--- src/rtl/idq_pkg.sv ---
// Shared types and codes for the indexed deque block.
// Used by the controller, the datapath and the top level; depends on nothing.
package idq_pkg;

    // Operation codes carried by a request.
    localparam logic [2:0] OP_PUSH_BACK  = 3'd0;
    localparam logic [2:0] OP_POP_BACK   = 3'd1;
    localparam logic [2:0] OP_PUSH_FRONT = 3'd2;
    localparam logic [2:0] OP_POP_FRONT  = 3'd3;
    localparam logic [2:0] OP_INSERT     = 3'd4;
    localparam logic [2:0] OP_READ       = 3'd5;
    localparam logic [2:0] OP_FIND       = 3'd6;

    // Sticky error codes.
    localparam logic [2:0] ERR_NONE      = 3'd0;
    localparam logic [2:0] ERR_EMPTY     = 3'd1;
    localparam logic [2:0] ERR_INDEX     = 3'd2;
    localparam logic [2:0] ERR_NOT_FOUND = 3'd3;
    localparam logic [2:0] ERR_FULL      = 3'd4;

    typedef enum logic [3:0] {
        S_IDLE,
        S_DECODE,
        S_FETCH,
        S_TAKE,
        S_UP_RD,
        S_UP_WR,
        S_DN_RD,
        S_DN_WR,
        S_FIND_RD,
        S_FIND_CMP,
        S_DONE
    } state_t;

    typedef enum logic [2:0] {
        PTR_HOLD,
        PTR_ZERO,
        PTR_COUNT,
        PTR_CNT_M1,
        PTR_IDX,
        PTR_INC,
        PTR_DEC
    } ptr_op_t;

    typedef enum logic [1:0] {
        CNT_HOLD,
        CNT_INC,
        CNT_DEC
    } cnt_op_t;

    typedef enum logic [1:0] {
        RA_PTR,
        RA_PTR_M1,
        RA_PTR_P1
    } rd_addr_t;

    typedef enum logic {
        WA_PTR,
        WA_COUNT
    } wr_addr_t;

    typedef enum logic {
        WD_VALUE,
        WD_RAM
    } wr_data_t;

    typedef enum logic [1:0] {
        RES_ZERO,
        RES_ONES,
        RES_RAM,
        RES_PTR
    } res_sel_t;

    typedef struct packed {
        logic       load;
        ptr_op_t    ptr_op;
        cnt_op_t    cnt_op;
        logic       rd_en;
        rd_addr_t   rd_addr;
        logic       wr_en;
        wr_addr_t   wr_addr;
        wr_data_t   wr_data;
        logic       res_we;
        res_sel_t   res_sel;
        logic       err_we;
        logic [2:0] err_code;
    } dp_cmd_t;

    typedef struct packed {
        logic [2:0] op;
        logic       full;
        logic       empty;
        logic       rd_ok;
        logic       ins_ok;
        logic       at_pos;
        logic       at_count;
        logic       at_last;
        logic       match;
    } dp_status_t;

endpackage

--- src/rtl/idq_ram.sv ---
// Generic single-port-write, single-port-read RAM with a registered read.
// Standalone; no package needed.
module idq_ram #(
    parameter int WIDTH = 32,
    parameter int DEPTH = 16,
    parameter int AW    = 4
) (
    input  logic             clk,
    input  logic             wr_en,
    input  logic [AW-1:0]    wr_addr,
    input  logic [WIDTH-1:0] wr_data,
    input  logic             rd_en,
    input  logic [AW-1:0]    rd_addr,
    output logic [WIDTH-1:0] rd_data
);

    logic [WIDTH-1:0] mem [DEPTH];
    logic [WIDTH-1:0] rd_data_reg;

    always_ff @(posedge clk)
    begin
        if (wr_en)
        begin
            mem[wr_addr] <= wr_data;
        end
        if (rd_en)
        begin
            rd_data_reg <= mem[rd_addr];
        end
    end

    assign rd_data = rd_data_reg;

endmodule

--- src/rtl/idq_dpath.sv ---
// Datapath of the indexed deque: request registers, pointer, count, error,
// result register and the element RAM. Depends on idq_pkg and idq_ram.
module idq_dpath #(
    parameter int DEPTH = 16
) (
    input  logic                clk,
    input  logic                rst_n,
    input  idq_pkg::dp_cmd_t    cmd,
    input  logic [2:0]          operation,
    input  logic signed [31:0]  value,
    input  logic signed [5:0]   index,
    output idq_pkg::dp_status_t st,
    output logic signed [31:0]  data,
    output logic [2:0]          error,
    output logic [4:0]          count
);

    localparam int AW = (DEPTH > 1) ? $clog2(DEPTH) : 1;
    localparam int CW = $clog2(DEPTH + 1);

    logic [2:0]         op_reg;
    logic signed [31:0] value_reg;
    logic signed [5:0]  index_reg;
    logic [CW-1:0]      ptr_reg, ptr_next;
    logic [CW-1:0]      count_reg, count_next;
    logic [2:0]         err_reg, err_next;
    logic [31:0]        res_reg, res_next;

    logic [CW-1:0] ptr_m1, ptr_p1, pos, idx_cw;
    logic [31:0]   idx_ext, cnt_ext, ptr_ext;
    logic [AW-1:0] ram_rd_addr, ram_wr_addr;
    logic [31:0]   ram_wr_data, ram_rd_data;

    assign idx_ext = 32'(index_reg[4:0]);
    assign cnt_ext = 32'(count_reg);
    assign ptr_ext = 32'(ptr_reg);
    assign idx_cw  = CW'(idx_ext);
    assign ptr_m1  = ptr_reg - CW'(1);
    assign ptr_p1  = ptr_reg + CW'(1);

    // An insert after index -1 lands at the front.
    assign pos = (op_reg == idq_pkg::OP_PUSH_FRONT || index_reg == -6'sd1) ?
                 '0 : CW'(idx_ext + 32'd1);

    always_comb
    begin
        st.op       = op_reg;
        st.full     = (cnt_ext >= 32'(DEPTH));
        st.empty    = (count_reg == '0);
        st.rd_ok    = !index_reg[5] && (idx_ext < cnt_ext);
        st.ins_ok   = (index_reg == -6'sd1) || (!index_reg[5] && (idx_ext < cnt_ext));
        st.at_pos   = (ptr_reg == pos);
        st.at_count = (ptr_reg == count_reg);
        st.at_last  = ((ptr_ext + 32'd1) >= cnt_ext);
        st.match    = (ram_rd_data == value_reg);
    end

    always_comb
    begin
        case (cmd.rd_addr)
            idq_pkg::RA_PTR_M1: ram_rd_addr = ptr_m1[AW-1:0];
            idq_pkg::RA_PTR_P1: ram_rd_addr = ptr_p1[AW-1:0];
            default:            ram_rd_addr = ptr_reg[AW-1:0];
        endcase
        ram_wr_addr = (cmd.wr_addr == idq_pkg::WA_COUNT) ? count_reg[AW-1:0] :
                                                           ptr_reg[AW-1:0];
        ram_wr_data = (cmd.wr_data == idq_pkg::WD_RAM) ? ram_rd_data : value_reg;
    end

    always_comb
    begin
        case (cmd.ptr_op)
            idq_pkg::PTR_ZERO:   ptr_next = '0;
            idq_pkg::PTR_COUNT:  ptr_next = count_reg;
            idq_pkg::PTR_CNT_M1: ptr_next = count_reg - CW'(1);
            idq_pkg::PTR_IDX:    ptr_next = idx_cw;
            idq_pkg::PTR_INC:    ptr_next = ptr_p1;
            idq_pkg::PTR_DEC:    ptr_next = ptr_m1;
            default:             ptr_next = ptr_reg;
        endcase

        case (cmd.cnt_op)
            idq_pkg::CNT_INC: count_next = count_reg + CW'(1);
            idq_pkg::CNT_DEC: count_next = count_reg - CW'(1);
            default:          count_next = count_reg;
        endcase

        err_next = cmd.err_we ? cmd.err_code : err_reg;

        res_next = res_reg;
        if (cmd.res_we)
        begin
            case (cmd.res_sel)
                idq_pkg::RES_ONES: res_next = '1;
                idq_pkg::RES_RAM:  res_next = ram_rd_data;
                idq_pkg::RES_PTR:  res_next = ptr_ext;
                default:           res_next = '0;
            endcase
        end
    end

    always_ff @(posedge clk or negedge rst_n)
    begin
        if (!rst_n)
        begin
            count_reg <= '0;
            err_reg   <= idq_pkg::ERR_NONE;
        end
        else
        begin
            count_reg <= count_next;
            err_reg   <= err_next;
        end
    end

    always_ff @(posedge clk)
    begin
        if (cmd.load)
        begin
            op_reg    <= operation;
            value_reg <= value;
            index_reg <= index;
        end
        ptr_reg <= ptr_next;
        res_reg <= res_next;
    end

    idq_ram #(
        .WIDTH (32),
        .DEPTH (DEPTH),
        .AW    (AW)
    ) u_ram (
        .clk     (clk),
        .wr_en   (cmd.wr_en),
        .wr_addr (ram_wr_addr),
        .wr_data (ram_wr_data),
        .rd_en   (cmd.rd_en),
        .rd_addr (ram_rd_addr),
        .rd_data (ram_rd_data)
    );

    assign data  = res_reg;
    assign error = err_reg;
    assign count = cnt_ext[4:0];

endmodule

--- src/rtl/idq_ctrl.sv ---
// Controller of the indexed deque: sequences each request through decode,
// element shifts and searches. Depends on idq_pkg.
module idq_ctrl (
    input  logic                clk,
    input  logic                rst_n,
    input  logic                start,
    input  idq_pkg::dp_status_t st,
    output idq_pkg::dp_cmd_t    cmd,
    output logic                busy,
    output logic                done
);

    idq_pkg::state_t state_reg, state_next;

    always_ff @(posedge clk or negedge rst_n)
    begin
        if (!rst_n)
        begin
            state_reg <= idq_pkg::S_IDLE;
        end
        else
        begin
            state_reg <= state_next;
        end
    end

    always_comb
    begin
        state_next   = state_reg;
        cmd          = '0;
        cmd.ptr_op   = idq_pkg::PTR_HOLD;
        cmd.cnt_op   = idq_pkg::CNT_HOLD;
        cmd.rd_addr  = idq_pkg::RA_PTR;
        cmd.wr_addr  = idq_pkg::WA_PTR;
        cmd.wr_data  = idq_pkg::WD_VALUE;
        cmd.res_sel  = idq_pkg::RES_ZERO;
        cmd.err_code = idq_pkg::ERR_NONE;
        busy         = (state_reg != idq_pkg::S_IDLE);
        done         = (state_reg == idq_pkg::S_DONE);

        unique case (state_reg)
            idq_pkg::S_IDLE:
            begin
                if (start)
                begin
                    cmd.load   = 1'b1;
                    state_next = idq_pkg::S_DECODE;
                end
            end

            idq_pkg::S_DECODE:
            begin
                unique case (st.op) inside
                    idq_pkg::OP_PUSH_BACK:
                    begin
                        cmd.res_we = 1'b1;
                        cmd.err_we = 1'b1;
                        state_next = idq_pkg::S_DONE;
                        if (st.full)
                        begin
                            cmd.err_code = idq_pkg::ERR_FULL;
                        end
                        else
                        begin
                            cmd.wr_en   = 1'b1;
                            cmd.wr_addr = idq_pkg::WA_COUNT;
                            cmd.cnt_op  = idq_pkg::CNT_INC;
                        end
                    end

                    idq_pkg::OP_PUSH_FRONT, idq_pkg::OP_INSERT:
                    begin
                        cmd.res_we = 1'b1;
                        if (st.op == idq_pkg::OP_INSERT && !st.ins_ok)
                        begin
                            cmd.err_we   = 1'b1;
                            cmd.err_code = idq_pkg::ERR_INDEX;
                            state_next   = idq_pkg::S_DONE;
                        end
                        else if (st.full)
                        begin
                            cmd.err_we   = 1'b1;
                            cmd.err_code = idq_pkg::ERR_FULL;
                            state_next   = idq_pkg::S_DONE;
                        end
                        else
                        begin
                            cmd.ptr_op = idq_pkg::PTR_COUNT;
                            state_next = idq_pkg::S_UP_RD;
                        end
                    end

                    idq_pkg::OP_POP_BACK, idq_pkg::OP_POP_FRONT:
                    begin
                        if (st.empty)
                        begin
                            cmd.res_we   = 1'b1;
                            cmd.res_sel  = idq_pkg::RES_ONES;
                            cmd.err_we   = 1'b1;
                            cmd.err_code = idq_pkg::ERR_EMPTY;
                            state_next   = idq_pkg::S_DONE;
                        end
                        else if (st.op == idq_pkg::OP_POP_BACK)
                        begin
                            cmd.ptr_op = idq_pkg::PTR_CNT_M1;
                            cmd.cnt_op = idq_pkg::CNT_DEC;
                            state_next = idq_pkg::S_FETCH;
                        end
                        else
                        begin
                            cmd.ptr_op = idq_pkg::PTR_ZERO;
                            state_next = idq_pkg::S_FETCH;
                        end
                    end

                    idq_pkg::OP_READ:
                    begin
                        if (!st.rd_ok)
                        begin
                            cmd.res_we   = 1'b1;
                            cmd.res_sel  = idq_pkg::RES_ONES;
                            cmd.err_we   = 1'b1;
                            cmd.err_code = idq_pkg::ERR_INDEX;
                            state_next   = idq_pkg::S_DONE;
                        end
                        else
                        begin
                            cmd.ptr_op = idq_pkg::PTR_IDX;
                            state_next = idq_pkg::S_FETCH;
                        end
                    end

                    idq_pkg::OP_FIND:
                    begin
                        cmd.ptr_op = idq_pkg::PTR_ZERO;
                        state_next = idq_pkg::S_FIND_RD;
                    end

                    default:
                    begin
                        cmd.res_we = 1'b1;
                        state_next = idq_pkg::S_DONE;
                    end
                endcase
            end

            idq_pkg::S_FETCH:
            begin
                cmd.rd_en  = 1'b1;
                state_next = idq_pkg::S_TAKE;
            end

            idq_pkg::S_TAKE:
            begin
                cmd.res_we  = 1'b1;
                cmd.res_sel = idq_pkg::RES_RAM;
                // A successful read leaves the sticky error as it was.
                if (st.op == idq_pkg::OP_READ)
                begin
                    state_next = idq_pkg::S_DONE;
                end
                else
                begin
                    cmd.err_we = 1'b1;
                    state_next = (st.op == idq_pkg::OP_POP_FRONT) ? idq_pkg::S_DN_RD :
                                                                     idq_pkg::S_DONE;
                end
            end

            // Pop front: move each element one place toward the front.
            idq_pkg::S_DN_RD:
            begin
                if (st.at_last)
                begin
                    cmd.cnt_op = idq_pkg::CNT_DEC;
                    state_next = idq_pkg::S_DONE;
                end
                else
                begin
                    cmd.rd_en   = 1'b1;
                    cmd.rd_addr = idq_pkg::RA_PTR_P1;
                    state_next  = idq_pkg::S_DN_WR;
                end
            end

            idq_pkg::S_DN_WR:
            begin
                cmd.wr_en   = 1'b1;
                cmd.wr_data = idq_pkg::WD_RAM;
                cmd.ptr_op  = idq_pkg::PTR_INC;
                state_next  = idq_pkg::S_DN_RD;
            end

            // Push front and insert: open a gap by moving the tail back.
            idq_pkg::S_UP_RD:
            begin
                if (st.at_pos)
                begin
                    cmd.wr_en  = 1'b1;
                    cmd.cnt_op = idq_pkg::CNT_INC;
                    cmd.err_we = 1'b1;
                    state_next = idq_pkg::S_DONE;
                end
                else
                begin
                    cmd.rd_en   = 1'b1;
                    cmd.rd_addr = idq_pkg::RA_PTR_M1;
                    state_next  = idq_pkg::S_UP_WR;
                end
            end

            idq_pkg::S_UP_WR:
            begin
                cmd.wr_en   = 1'b1;
                cmd.wr_data = idq_pkg::WD_RAM;
                cmd.ptr_op  = idq_pkg::PTR_DEC;
                state_next  = idq_pkg::S_UP_RD;
            end

            idq_pkg::S_FIND_RD:
            begin
                if (st.at_count)
                begin
                    cmd.res_we   = 1'b1;
                    cmd.res_sel  = idq_pkg::RES_ONES;
                    cmd.err_we   = 1'b1;
                    cmd.err_code = idq_pkg::ERR_NOT_FOUND;
                    state_next   = idq_pkg::S_DONE;
                end
                else
                begin
                    cmd.rd_en  = 1'b1;
                    state_next = idq_pkg::S_FIND_CMP;
                end
            end

            idq_pkg::S_FIND_CMP:
            begin
                if (st.match)
                begin
                    cmd.res_we  = 1'b1;
                    cmd.res_sel = idq_pkg::RES_PTR;
                    cmd.err_we  = 1'b1;
                    state_next  = idq_pkg::S_DONE;
                end
                else
                begin
                    cmd.ptr_op = idq_pkg::PTR_INC;
                    state_next = idq_pkg::S_FIND_RD;
                end
            end

            idq_pkg::S_DONE:
            begin
                state_next = idq_pkg::S_IDLE;
            end

            default:
            begin
                state_next = idq_pkg::S_IDLE;
            end
        endcase
    end

endmodule

--- src/rtl/indexed_deque_insert_find_top.sv ---
// Indexed deque, one request at a time. Push front and insert open a gap and pop front closes
// one, moving each element with one RAM read and one write; find reads the elements in order
// until a hit or the end of the list. busy stays high through done, so a new request is taken
// only after the last one is done. Reset clears count and error; element contents are
// undefined until written. No stalls.
module indexed_deque_insert_find_top #(
    parameter int DEPTH = 16
) (
    input  logic               clk,
    input  logic               rst_n,
    input  logic               start,
    output logic               busy,
    input  logic [2:0]         operation,
    input  logic signed [31:0] value,
    input  logic signed [5:0]  index,
    output logic               done,
    output logic signed [31:0] data,
    output logic [2:0]         error,
    output logic [4:0]         count
);

    idq_pkg::dp_cmd_t    cmd;
    idq_pkg::dp_status_t st;

    idq_ctrl u_ctrl (
        .clk   (clk),
        .rst_n (rst_n),
        .start (start),
        .st    (st),
        .cmd   (cmd),
        .busy  (busy),
        .done  (done)
    );

    idq_dpath #(
        .DEPTH (DEPTH)
    ) u_dpath (
        .clk       (clk),
        .rst_n     (rst_n),
        .cmd       (cmd),
        .operation (operation),
        .value     (value),
        .index     (index),
        .st        (st),
        .data      (data),
        .error     (error),
        .count     (count)
    );

endmodule

--- config.mk ---
export PLATFORM = sky130hd
export DESIGN_NAME = indexed_deque_insert_find_top
export DESIGN_NICKNAME = d
export VERILOG_FILES = /design/src/rtl/idq_pkg.sv /design/src/rtl/idq_ram.sv /design/src/rtl/idq_dpath.sv /design/src/rtl/idq_ctrl.sv /design/src/rtl/indexed_deque_insert_find_top.sv
export SDC_FILE = /design/constraint.sdc
export NUM_CORES = 1
export LEC_CHECK = 0
export BUFFER_PORTS_ARGS = -buffer_cell sky130_fd_sc_hd__buf_4
export CAP_MARGIN = 20
export CORE_MARGIN = 2
export CORE_UTILIZATION = 40
export CTS_CLUSTER_SIZE = 16
export DETAILED_ROUTE_END_ITERATION = 12
export SETUP_SLACK_MARGIN = 0.05
export SLEW_MARGIN = 15
export SYNTH_ARGS = -nofsm -noshare
export SYNTH_HDL_FRONTEND = slang
export SYNTH_SLANG_ARGS = --single-unit
--- constraint.sdc ---
create_clock -name clk -period 4.1 [get_ports clk]
set_input_delay 0.615 -clock clk [delete_from_list [all_inputs] [get_ports clk]]
set_output_delay 0.615 -clock clk [all_outputs]
set_load 0.02 [all_outputs]
== Yosys cells after proc, flatten, opt, wreduce, memory -nomap -nowiden ==
Memory sizes are Yosys's and may differ from the RTL's. A register that Yosys moved wholly into a read port is not among the register bits.
Cells that the tools add are included.
Word-level totals
  flip-flop bits (word level): 90
  memory bits (writable): 512
  input bits: 44
  output and inout port bits: 42
  memories: 1
Memories
  u_dpath.u_ram.mem: depth 16, bits a word 32, rd ports 1, clocked after Yosys merged registers in 1, write ports 1, RTL line idq_ram.sv:17  | logic [WIDTH-1:0] mem [DEPTH];
Operators by class
  $add $sub $neg: 6
  $lt $le $gt $ge: 3
  eq/ne operators: 34
  multiplexer cells: 63
  reductions and logical operators: 15
Operators by type and width (count)
  case mux 32 bit (3 select lines): 1
  two-way mux 4 bit: 13
  case mux 4 bit (10 select lines): 1
  case mux 3 bit (4 select lines): 3
  equality test 32 bit: 1
  greater-or-equal comparator 32 x 5 -> 1 bit: 1
  two-way mux 32 bit: 1
  case mux 4 bit (4 select lines): 2
  case mux 5 bit (6 select lines): 1
  two-way mux 7 bit: 3
  equality test 3 bit (second input constant): 6
  two-way mux 3 bit: 6
  equality test 4 x 3 -> 1 bit (second input constant): 4
  two-way mux 2 bit: 8
  adder 5 x 1 -> 5 bit (second input constant): 3
  equality test 3 x 2 -> 1 bit (second input constant): 4
  equality test 4 bit (second input constant): 3
  case mux 2 bit (2 select lines): 3
  two-way mux 1 bit: 11
  equality test 5 bit: 2
  two-way mux 5 bit: 2
  case mux 5 bit (2 select lines): 1
  subtractor 5 x 1 -> 5 bit (second input constant): 2
  equality test 2 bit (second input constant): 4
  25 further kinds: 35

== Longest topological paths before layout ==
Gate-level depths: netlist (run 1).
  word-level depth: 10
  gate-level depth with buffers: 20
  mapped depth without buffers: 16

== By module ==
From an unflattened synthesis (run 1), not the netlist that was laid out.
Unflattened totals
  cell total of the unflattened synthesis: 1347
  area total of the unflattened synthesis: 25713.4 µm²
Modules (own cells, without submodules)
  idq_ram: times used 1, cells an instance 838, area each 20155.6 µm², sequential area each 16335.7 µm²
  idq_dpath: times used 1, cells an instance 403, area each 4825.9 µm², sequential area each 2542.4 µm²
  idq_ctrl: times used 1, cells an instance 106, area each 732.0 µm², sequential area each 100.1 µm²

== Worst setup path before layout (run 1) ==
OpenSTA, ideal clock, no wires.
  path kind: reg-to-reg
  start point: register u_dpath.ptr_reg[1]
  end point: register u_dpath.u_ram.rd_data_reg[15], in the netlist u_dpath.u_ram.rd_data[15], read port of u_dpath.u_ram.mem, data pin
  setup time: 0.270 ns
  arrival: 3.874 ns
  setup slack: -0.044 ns
  cell stages (with the launch flop): 19
  path buffers: 4
  cell sequence: edfxtp_1 clkbuf_1 inv_1 ha_1 ha_1 a21o_1 a21o_1 a21oi_1 o211ai_1 inv_1 ha_1 buf_2 a21oi_1 buf_6 buf_6 mux4_2 nor2b_1 a211oi_1 a21oi_1
Between the ends
  word-level cells in the longest chain between the ends: 6
  elaborated cells between the ends (all ways): 14
  those cells by class: add/sub: 3; order compare: 1; eq/ne: 4; mux: 6
Ends and longest elaborated chain
  start, declared: RTL line idq_dpath.sv:24  | logic [CW-1:0] ptr_reg, ptr_next;
  start signal, assigned: RTL line idq_dpath.sv:124  | ptr_reg <= ptr_next;
  adder 5 x 1 -> 6 bit: RTL line idq_dpath.sv:54  | st.at_last = ((ptr_ext + 32'd1) >= cnt_ext);
  greater-or-equal comparator 32 x 5 -> 1 bit: RTL line idq_dpath.sv:54
  two-way mux 3 bit: RTL line idq_ctrl.sv:173  | if (st.at_last)
  case mux 2 bit (2 select lines): RTL line idq_ctrl.sv:41  | unique case (state_reg)
  equality test 2 bit or equality test 2 x 1 -> 1 bit (tied branches): RTL line idq_dpath.sv:60  | case (cmd.rd_addr)
  case mux 4 bit (2 select lines): RTL line idq_dpath.sv:60
  end, declared: RTL line idq_ram.sv:18  | logic [WIDTH-1:0] rd_data_reg;
Parallel ways exist; a longest one is shown, timed or not.
A chain may end at the register's enable or synchronous reset.

== Final worst setup path (run 1) ==
  start point: register u_dpath.ptr_reg[0]
  end point: register u_dpath.u_ram.rd_data_reg[25], in the netlist u_dpath.u_ram.rd_data[25], read port of u_dpath.u_ram.mem, data pin
Same word-level chain as after synthesis.

==> summary.txt, run 1 <==
Power
  • Flop pwr share: 0.373
  • Combinational group share of total power: 0.371
  • Clock power frac: 0.256
  • P_sw: 0.00768 W
  • Leak pwr: 11.0 nW
  • Switching Share: 0.319
  • PD cells: 746 nW/um2
  • Int Power: 0.0164 W
  • Max VDD drop: 0.589 mV

Logic synthesis
  • Cell variety after synth: 65
  • Synth area leader: edfxtp_1
  • Synth top area share: 0.715
  • Dominant cells by area after synthesis: edfxtp_1, mux4_2, nand2_1
  • Cell with the most instances after synthesis: edfxtp_1
  • Register area share after synthesis: 0.726
  • Top cells by count, synth: edfxtp_1, nand2_1, mux4_2
  • Synthesized area: 26100 um2
  • Syn_area_per_cell: 17.8 um2
  • Number of synthesized register bits: 634
  • Synth async-reset ratio: 0.0189
  • Yosys Warn Count: 0
  • Main synth FF type: edfxtp_1
  • Mapped Cells: 1470
  • Synth Net Count: 1531
  • Post-synth EDFFs: 622

Floorplanning
  • Initial Util: 0.405
  • Core area: 64600 um2
  • Rows: 93
  • Die area: 67400 um2
  • Die Y: 260 um
  • Die X: 260 um
  • I/O pin count: 86

Global route
  • First-pass GRT wire length: 96900 um
  • Pin count of the biggest net entering global routing: 65
  • Vias in the first global route: 14500
  • Tot GR Track Use: 0.198
  • Remaining Overflow, GRT: 0
  • Antenna violations before repair: 0

Timing
  • Setup violators final: 0
  • RSZ-0062 raised after global routing: yes
  • Tightest Pin Transition: 1130 ps
  • Final min period: 4040 ps
  • Tcrit/Tclk final: 0.985
  • Total Neg Setup Slack: 0 ps
  • Max Clock Freq: 248 MHz
  • Setup ws final: 62.7 ps
  • Skew final: 15.8 ps
  • Max Slew Vio Count: 0
  • Worst slew margin: 0.245
  • Final Hold Fails: 0

Setup path
  • Crit-path max FO: 8
  • Startpoint types: flop
  • Worst setup EP type: flop
  • WS Path Type: flop to flop
  • Worst reg2reg path depth: 19
  • Worst Path Arrival: 4370 ps
  • Critical Path RT: 4430 ps

Clock network
  • Later-pin clock latency in the skew report: 600 ps
  • Sink Count: 634
  • Clk pin slew, worst setup/hold paths: 60 ps
  • CTS tree: done
  • Clock Path Buffers: 3
  • H-tree level count: 3
  • Inserted Clock Buffers: 68
  • Clk root buf: clkbuf_16

Place
  • Port Buffers: 85
  • GP Congestion: 0.856
  • DP Worst Slack: -1.14 ps
  • Placed cells: 2415
  • HPWL Detailed: 37400 um

Worst hold path
  • WHS Path Cells: 1
  • Worst min-delay path class: primary input to flop

Layout
  • Largest Register: u_dpath.u_ram.mem
  • Number of fill cells in the layout: 5182
  • Final nets: 1770
  • Final Util: 0.501
  • Diode count: 0
  • Max FFs per register: 512
  • Area grow syn2layout: 23.8%
  • Fin cells: 2615
  • Share of layout cells above drive strength 1: 0.315

Drt
  • DRT iter0 DRCs: 1491
  • Number of routed nets with antenna violations: 0
  • First-pass DRT Iterations: 8
  • Residual DRC: 0
  • Avg WL per Cell: 26.1 um
  • Final wirelength: 68300 um
  • Vias/cell: 5.58
  • Via count: 14600

Flow run
  • Max-cap violations: 0

Run status
  • Outcome: complete, no violations
## power groups by stage
stage / Combinational (W) / Clock [W] / Sequential, W
detailed placement: 0.00723 / 0 / 0.00910
global route: 0.00954 / 0.00651 / 0.00905
floorplan: 0.00451 / 0 / 0.00905
finish: 0.00895 / 0.00618 / 0.00899
CTS: 0.00766 / 0.00627 / 0.00897
global placement: 0.00713 / 0 / 0.00909
## area by class of cell
type | instances | area, um2 | share of cell area
flip-flops and latches | 634 | 19000 | 0.587
multi-input cells | 739 | 7080 | 0.219
repair buffers | 250 | 2920 | 0.0902
clock buffers | 89 | 1820 | 0.0564
well taps | 855 | 1070 | 0.0331
clock inverters | 32 | 408 | 0.0126
inverters | 16 | 60.1 | 0.00186
## per-stage QoR
stage	total power [W]	hold WS (ps)	area, um2
floorplan	0.0136	319	26100
global placement	0.0162	484	28600
detailed placement	0.0163	489	28600
CTS	0.0229	160	31200
global route	0.0251	165	32300
finish	0.0241	193	32300
## cells by family after synthesis
family,Yosys count,share of synthesized area
and+or+nand+nor,345,0.0625
buffers and inverters,97,0.0201
AOI/OAI and AO/OA,160,0.0412
adders and majority gates,17,0.00814
xor gates and xnor gates,53,0.0178
DFF,634,0.726
muxes,164,0.124
## timing repair
action / in CTS / in global routing
cloned: 5 / 16
gates resized for setup: 22 / 73
hold buffers: 1 / 0
pin swaps: 4 / 31
endpoints found under the hold margin: 12 / 0
setup buffers: 7 / 51
endpoints found under the setup margin: 15 / 32
## cells in the final DEF, fill, tap and decap left out, drive strengths merged, types with 4 or more instances in the layout
cell    Yosys  routed
a32oi       4       4
xnor2      50      50
edfxtp    622     622
nor2       53      53
a21o        5       5
inv        16      20
clkinv      0      17
nand2     184     184
a21oi      51      51
and3        5       5
o21ai      19      19
mux2i      36      36
a211oi     35      35
nand2b      6       6
nor3       11      11
nor4        7       7
ha         17      17
buf        48     235
bufinv      0       9
and2        4       4
a22oi      10      10
mux4      128     128
dfrtp      12      12
clkbuf     33     102
nor2b      40      40
nand3      11      11
a31oi      10      10
nand4      11      11
## critical path, stage by stage, from the launching register on
cell,delay [ps]
edfxtp_1,490
ha_4,220
xnor2_2,160
inv_1,70
ha_1,280
a21o_1,130
a21oi_2,60
o211ai_1,260
inv_1,120
ha_4,190
nor2_4,130
nor3_4,60
a21oi_4,140
buf_12,160
buf_16,190
buf_12,140
clkbuf_16,150
mux4_2,490
mux2i_1,220
a21oi_1,90
## final timing paths
check                                    from                        end  slack [ps]
max                        u_dpath.ptr_reg[0]  u_dpath.u_ram.rd_data[25]          60
min                                 value[21]      u_dpath.value_reg[21]         190
max reg2reg                u_dpath.ptr_reg[0]  u_dpath.u_ram.rd_data[25]          60
min reg2reg                  u_dpath.error[0]           u_dpath.error[0]         530
max in group asynchronous               rst_n           u_dpath.error[1]        3490
min in group asynchronous               rst_n           u_dpath.count[3]         410
## layer usage
metal | vias to the layer above | track usage | routed length [um] | part of all wire
met5 | - | 0 | 0 | 0
met4 | 0 | 0.0583 | 1910 | 0.028
met3 | 118 | 0.0317 | 4420 | 0.065
met2 | 583 | 0.340 | 34600 | 0.51
met1 | 7576 | 0.260 | 27400 | 0.40
li1 | 6305 | - | - | -
Power figures use the tool's default switching activity.
==> inputs of run 2 (changes only) <==
ABC_AREA = 0   (was not set)
CORE_UTILIZATION = 50   (was 40)
PLACE_DENSITY = 0.69   (was not set)
==> run 2 against run 1 <==
Against the previous run: final cell count shrank 7.7%; cell area shrank 2.6%; sequential share of layout area grew 1.5 points; sequential power shrank 0.6%; clock skew grew 6.7 ps; register-to-register slack gained 90 ps; combinational power shrank 7.3%; utilization grew 11 points; critical path type unchanged; largest cell class unchanged; highest routed layer unchanged.
==> summary.txt, run 2 (synthesis results as in run 1) <==
Run status
  • Outcome: complete, no violations (unchanged)

Global route
  • First-pass GRT wire length: 92100 um (was 96900 um)
  • Pin count of the biggest net entering global routing: 45 (was 65)
  • Vias in the first global route: 14100 (was 14500)
  • Tot GR Track Use: 0.238 (was 0.198)
  • Remaining Overflow, GRT: 0 (unchanged)
  • Antenna violations before repair: 0 (unchanged)

Setup path
  • Worst Path Arrival: 4270 ps (was 4370 ps)
  • Slowest-stage cell, CP: edfxtp_1 (unchanged)
  • WS Path Type: flop to flop (unchanged)
  • Startpoint types: flop (unchanged)
  • Critical Path RT: 4420 ps (was 4430 ps)
  • R2r setup slk: 150 ps (was 60 ps)
  • Worst path cell trace: ha_4 > and3_2 > xnor2_1 > or3_1 > nand3_4 > o21ai_4 > buf_4 > ha_4 > buf_4 > mux2i_4 > nor2_4 > a21oi_4 > buf_12 > clkbuf_16 > buf_12 > mux4_2 > nor2b_1 > a211oi_2 > a21oi_1 (was ha_4 > xnor2_2 > inv_1 > ha_1 > a21o_1 > a21oi_2 > o211ai_1 > inv_1 > ha_4 > nor2_4 > nor3_4 > a21oi_4 > buf_12 > buf_16 > buf_12 > clkbuf_16 > mux4_2 > mux2i_1 > a21oi_1)
  • Crit-path max cell delay: 450 ps (was 490 ps)
  • Crit-path max FO: 7 (was 8)
  • Worst setup EP type: flop (unchanged)

Drt
  • Avg WL per Cell: 27.0 um (was 26.1 um)
  • Number of routed nets with antenna violations: 0 (unchanged)
  • WL met3: 5160 um (was 4420 um)
  • Max Used Layer: met4 (unchanged)
  • Final wirelength: 65300 um (was 68300 um)
  • DRT met1 WL: 26400 um (was 27400 um)
  • WL met2: 31600 um (was 34600 um)
  • Residual DRC: 0 (unchanged)
  • DRT iter0 DRCs: 1806 (was 1491)
  • Vias/cell: 6.05 (was 5.58)
  • First-pass DRT Iterations: 5 (was 8)
  • Via count: 14600 (about the same)

Place
  • HPWL Detailed: 36200 um (was 37400 um)
  • Port Buffers: 85 (unchanged)
  • GP Congestion: 0.889 (was 0.856)
  • Placed cells: 2244 (was 2415)

Layout
  • Diode count: 0 (unchanged)
  • Share of layout cells above drive strength 1: 0.300 (was 0.315)
  • Area grow syn2layout: 20.6% (was 23.8%)
  • Final nets: 1746 (was 1770)
  • Most frequent cells in the layout: edfxtp_1, nand2_1, buf_4 (unchanged)
  • Largest Register: u_dpath.u_ram.mem (unchanged)
  • Fin cells: 2414 (was 2615)
  • Commonest non-fill, non-tap cell in the layout: edfxtp_1 (unchanged)
  • Max FFs per register: 512 (unchanged)

Clock network
  • Later-pin clock latency in the skew report: 590 ps (was 600 ps)
  • CTS tree: done (unchanged)
  • Sink Count: 634 (unchanged)
  • Clock Path Buffers: 3 (unchanged)
  • Clk pin slew, worst setup/hold paths: 60 ps (about the same)
  • H-tree level count: 3 (unchanged)
  • Inserted Clock Buffers: 66 (was 68)
  • Clk root buf: clkbuf_16 (unchanged)

Floorplanning
  • Die Y: 233 um (was 260 um)
  • Core area: 51500 um2 (was 64600 um2)
  • Initial Util: 0.507 (was 0.405)
  • Die X: 233 um (was 260 um)
  • I/O pin count: 86 (unchanged)
  • Die area: 54100 um2 (was 67400 um2)
  • Rows: 83 (was 93)

Timing
  • Max Slew Vio Count: 0 (unchanged)
  • Tightest Pin Transition: 1130 ps (about the same)
  • Tcrit/Tclk final: 0.963 (was 0.985)
  • Skew final: 22.5 ps (was 15.8 ps)
  • Final Hold Fails: 0 (unchanged)
  • Worst slew margin: 0.247 (was 0.245)
  • Total Neg Setup Slack: 0 ps (unchanged)
  • RSZ-0062 raised after global routing: yes (unchanged)
  • Max Clock Freq: 253 MHz (was 248 MHz)
  • Setup violators final: 0 (unchanged)
  • WHS: 200 ps (was 193 ps)
  • Final min period: 3950 ps (was 4040 ps)

Power
  • Leak pwr: 10.7 nW (was 11.0 nW)
  • Max VDD drop: 0.364 mV (was 0.589 mV)
  • PD cells: 737 nW/um2 (was 746 nW/um2)

Worst hold path
  • Worst min-delay path class: primary input to flop (unchanged)

Flow run
  • Max-cap violations: 0 (unchanged)
==> run 2: cell types whose count changed in the layout (fill, tap and decap cells not counted), sizes merged <==
cell,change
inv,-2
bufbuf,-1
bufinv,-1
clkinvlp,-1
buf,-15
clkbuf,-13
clkinv,+7
==> run 2: per-layer routing <==
layer	up-vias	track usage
li1	6253	-
met1	7540	0.332
met2	694	0.378
met4	0	0.0798
met3	111	0.0478
met5	-	0
==> run 2: stage by stage <==
stage	utilization	worst slack (ps)	instance area (um2)	power, W
after CTS	0.597	49.2	30700	0.0224
final	0.612	150	31500	0.0232
after global routing	0.612	-33.7	31500	0.0241
after floorplan	-	64.6	26100	0.0136
after detailed placement	0.552	-42.1	28500	0.0163
after global placement	0.552	14.0	28400	0.0161
==> run 2: layout make-up <==
class / count / area, um2
Clock inverter: 35 / 367
Fill cell: 3716 / 20000
Timing Repair Buffer: 228 / 2420
Sequential cell: 634 / 19000
Clock buffer: 82 / 1780
Inverter: 16 / 60.1
Tap cell: 680 / 851
Multi-Input combinational cell: 739 / 7060
==> run 2: timing repair <==
item                                    in CTS  in global routing
pin swaps                                    2                 13
endpoints found under the setup margin      31                 32
cloned                                       2                  9
endpoints found under the hold margin       12                  0
buffers inserted                             5                 36
hold buffers                                 1                  0
resized for setup                            6                 51
==> run 2: worst paths after layout <==
kind                                      startpoint                        end  cells after the start
worst max register to register  u_dpath.index_reg[0]  u_dpath.u_ram.rd_data[14]                     19
min in group asynchronous                      rst_n           u_dpath.count[4]                      2
worst max-delay path            u_dpath.index_reg[0]  u_dpath.u_ram.rd_data[14]                     19
worst min-delay path                        index[5]       u_dpath.index_reg[5]                      1
worst min register to register      u_dpath.error[0]           u_dpath.error[0]                      1
max in group asynchronous                      rst_n           u_dpath.error[1]                      2
==> run 2: critical path: cells and delay by family, from the launching register on <==
kind / cells / cell delay [ps]
flops: 1 / 450
fa+ha+maj: 2 / 360
buf+inv: 5 / 760
xor+xnor: 1 / 160
mux: 2 / 450
compound gates: 4 / 500
simple gates: 5 / 980
==> run 2: power breakdown <==
part	total (W)	internal, W	switching, W
clock network	0.00598	0.00357	0.00241
logic	0.00830	0.00378	0.00451
registers	0.00894	0.00845	0.000495
total	0.0232	0.0158	0.00742
==> inputs of run 3 (changes only) <==
SYNTH_HIERARCHICAL = 1   (was not set)
clock period = 3.3 ns   (was 4.1 ns; I/O delays follow)
==> run 3 against run 2 <==
Against the previous run: the flow now finishes with violations (negative setup slack); area after synthesis fell by 1.6%; global-route usage rose by 4.1 points; critical path depth grew 3; first-iteration DRC count rose by 14%; flip-flop and latch count unchanged; utilization up 6.6 points; cell area increased by 9.9%; clock skew rose by 2.7 ps; hold slack lost 170 ps; critical endpoint is now u_dpath/u_ram/rd_data[21]; highest routed layer unchanged.
==> summary.txt, run 3 <==
Power
  • Max VDD drop: 0.488 mV (was 0.364 mV)
  • PD cells: 895 nW/um2 (was 737 nW/um2)
  • P_sw: 0.0104 W (was 0.00742 W)
  • Flop pwr share: 0.352 (was 0.385)
  • Switching Share: 0.335 (was 0.319)
  • Clock power frac: 0.237 (was 0.258)
  • Leak pwr: 12.1 nW (was 10.7 nW)
  • Combinational group share of total power: 0.411 (was 0.357)
  • Int Power: 0.0206 W (was 0.0158 W)

Layout
  • Commonest non-fill, non-tap cell in the layout: edfxtp_1 (unchanged)
  • Most frequent cells in the layout: edfxtp_1, buf_4, mux4_2 (was edfxtp_1, nand2_1, buf_4)
  • Fin cells: 2487 (was 2414)
  • Final Cell Area: 34600 um2 (was 31500 um2)
  • Max FFs per register: 512 (unchanged)
  • Final nets: 1820 (was 1746)
  • Share of layout cells above drive strength 1: 0.438 (was 0.300)
  • Diode count: 0 (unchanged)
  • Largest Register: u_dpath/u_ram/mem (was u_dpath.u_ram.mem)
  • Area grow syn2layout: 34.7% (was 20.6%)
  • Number of fill cells in the layout: 3086 (was 3716)
  • Final Util: 0.678 (was 0.612)

Floorplanning
  • Rows: 83 (unchanged)
  • Die area: 53300 um2 (was 54100 um2)
  • Die X: 231 um (was 233 um)
  • Initial Util: 0.503 (was 0.507)
  • Core area: 51100 um2 (was 51500 um2)
  • Die Y: 231 um (was 233 um)
  • I/O pin count: 86 (unchanged)

Clock network
  • Clock Path Buffers: 3 (unchanged)
  • Later-pin clock latency in the skew report: 640 ps (was 590 ps)
  • H-tree level count: 2 (was 3)
  • Inserted Clock Buffers: 61 (was 66)
  • Clk root buf: clkbuf_16 (unchanged)
  • Clk pin slew, worst setup/hold paths: 70 ps (was 60 ps)
  • Sink Count: 634 (unchanged)
  • CTS tree: done (unchanged)

Global route
  • Pin count of the biggest net entering global routing: 33 (was 45)
  • Vias in the first global route: 15400 (was 14100)
  • Remaining Overflow, GRT: 0 (unchanged)
  • Tot GR Track Use: 0.278 (was 0.238)
  • Antenna violations before repair: 0 (unchanged)
  • First-pass GRT wire length: 106000 um (was 92100 um)

Timing
  • Tightest Pin Transition: 785 ps (was 1130 ps)
  • Worst slew margin: 0.477 (was 0.247)
  • RSZ-0062 raised after global routing: yes (unchanged)
  • Max Clock Freq: 239 MHz (was 253 MHz)
  • Final Hold Fails: 0 (unchanged)
  • Setup ws final: -880 ps (was 150 ps)
  • Final min period: 4180 ps (was 3950 ps)
  • WHS: 31.5 ps (was 200 ps)
  • Setup violators final: 533 (was 0)
  • Skew final: 25.1 ps (was 22.5 ps)
  • Tcrit/Tclk final: 1.27 (was 0.963)
  • Max Slew Vio Count: 0 (unchanged)

Logic synthesis
  • Register area share after synthesis: 0.738 (was 0.726)
  • Synth async-reset ratio: 0.0189 (unchanged)
  • Cell variety after synth: 60 (was 65)
  • Cell with the most instances after synthesis: edfxtp_1 (unchanged)
  • Yosys Warn Count: 6 (was 0)
  • Post-synth EDFFs: 622 (unchanged)
  • Number of synthesized register bits: 634 (unchanged)
  • Synth area leader: edfxtp_1 (unchanged)
  • Main synth FF type: edfxtp_1 (unchanged)
  • Mapped Cells: 1347 (was 1470)
  • Synthesized area: 25700 um2 (was 26100 um2)
  • Syn_area_per_cell: 19.1 um2 (was 17.8 um2)
  • Top cells by count, synth: edfxtp_1, mux4_2, nand2_1 (was edfxtp_1, nand2_1, mux4_2)
  • Synth top area share: 0.726 (was 0.715)
  • Synth Net Count: 1409 (was 1531)
  • Dominant cells by area after synthesis: edfxtp_1, mux4_2, a22oi_1 (was edfxtp_1, mux4_2, nand2_1)

Setup path
  • Critical Path RT: 3680 ps (was 4420 ps)
  • Crit-path max FO: 7 (unchanged)
  • WS Path Type: flop to flop (unchanged)
  • Worst setup EP type: flop (unchanged)
  • Startpoint types: flop (unchanged)
  • Worst Path Arrival: 4560 ps (was 4270 ps)

Drt
  • Number of routed nets with antenna violations: 0 (unchanged)
  • DRT iter0 DRCs: 2055 (was 1806)
  • Vias/cell: 6.34 (was 6.05)
  • First-pass DRT Iterations: 5 (unchanged)
  • Avg WL per Cell: 32.3 um (was 27.0 um)
  • Final wirelength: 80400 um (was 65300 um)
  • Residual DRC: 0 (unchanged)
  • Via count: 15800 (was 14600)

Place
  • Port Buffers: 85 (unchanged)
  • HPWL Detailed: 39700 um (was 36200 um)
  • GP Congestion: 0.898 (was 0.889)
  • Area after DPL: 29300 um2 (was 28500 um2)
  • Placed cells: 2231 (was 2244)

Run status
  • Outcome: finished, violations left (was complete, no violations)
  • Failing checks: negative setup slack

Flow run
  • Max-cap violations: 0 (unchanged)

Worst hold path
  • Worst min-delay path class: primary input to flop (unchanged)
[run 3: cell types whose count changed in the layout (fill, tap and decap cells not counted), moves of 33 or more]
cell / previous run / this run
buf_12: 33 / 85
xor2_1: 3 / 36
buf_6: 11 / 54
buf_4: 169 / 206
a22oi_2: 0 / 49
nand2_1: 183 / 61
mux2_2: 0 / 36
[run 3: stage by stage]
step,total power [W],setup TNS (ps),setup slack (ps)
after floorplan,0.0172,-122660,-536
after global placement,0.0213,-96910,-786
after detailed placement,0.0215,-99210,-844
after CTS,0.0297,-43000,-745
after global routing,0.0320,-172140,-1040
final,0.0310,-88670,-880
[run 3: routing by layer]
metal  vias up  global-route usage  wire length, um
li1       6342                   -                -
met1      8127               0.371            29300
met2      1068               0.444            38700
met3       242              0.0630             8190
met4         0               0.121             4300
met5         -                   0                0
[run 3: cells by family after synthesis]
logic type / count (synthesis) / synth area share
flip-flops: 634 / 0.738
adder cells (fa/ha/maj): 18 / 0.00876
XOR/XNOR: 57 / 0.0194
buffers and inverters: 90 / 0.0157
AO/OA/AOI/OAI: 182 / 0.0501
AND/OR/NAND/NOR: 198 / 0.0386
multiplexers: 168 / 0.129
[run 3: area by class of cell]
type	instances	area, um2	share of cell area
inverters	17	71.3	0.00206
clock inverters	41	482	0.0139
clock buffers	71	1590	0.0458
multi-input cells	623	7050	0.204
well taps	680	851	0.0246
repair buffers	421	5610	0.162
flip-flops and latches	634	19000	0.548
[run 3: final timing paths]
kind | from | endpoint | slack, ps | cells past startpoint
min | value[27] | u_dpath/value_reg[27] | 30 | 1
max | u_dpath/ptr_reg[1] | u_dpath/u_ram/rd_data[21] | -880 | 22
min reg2reg | u_dpath/error[1] | u_dpath/error[1] | 510 | 1
min in group asynchronous | rst_n | u_ctrl/state_reg[1] | 250 | 2
max in group asynchronous | rst_n | u_dpath/count[2] | 2870 | 2
max reg2reg | u_dpath/ptr_reg[1] | u_dpath/u_ram/rd_data[21] | -880 | 22
[run 3: power groups by stage]
stage	sequential [W]	combinational [W]	clock (W)
finish	0.0109	0.0127	0.00733
global route	0.0109	0.0133	0.00771
CTS	0.0109	0.0115	0.00733
detailed placement	0.0110	0.0105	0
global placement	0.0110	0.0103	0
floorplan	0.0111	0.00610	0
[run 3: what timing repair did]
| action | 4_1_cts | 5_1_grt |
|---|---|---|
| pin swaps | 24 | 37 |
| hold endpoints to repair | 18 | 0 |
| setup endpoints to repair | 558 | 599 |
| cloned | 34 | 26 |
| hold buffers | 7 | 0 |
| gates resized for setup | 135 | 116 |
| buffers inserted | 67 | 25 |
[run 3: critical path, cell delays in order, from the launching register on]
cell and delay [ps]:
edfxtp_1 420, buf_6 150, inv_4 50, ha_4 210
ha_4 210, a21o_1 150, a21o_1 140, a21o_1 150
a211o_1 290, nor3b_2 210, ha_1 210, buf_6 130
buf_6 100, nor2_4 40, nand2_1 60, o21ai_1 70
a222oi_1 380, inv_1 190, nor2b_4 190, buf_4 150
buf_12 150, a22oi_2 170, nand2_1 110
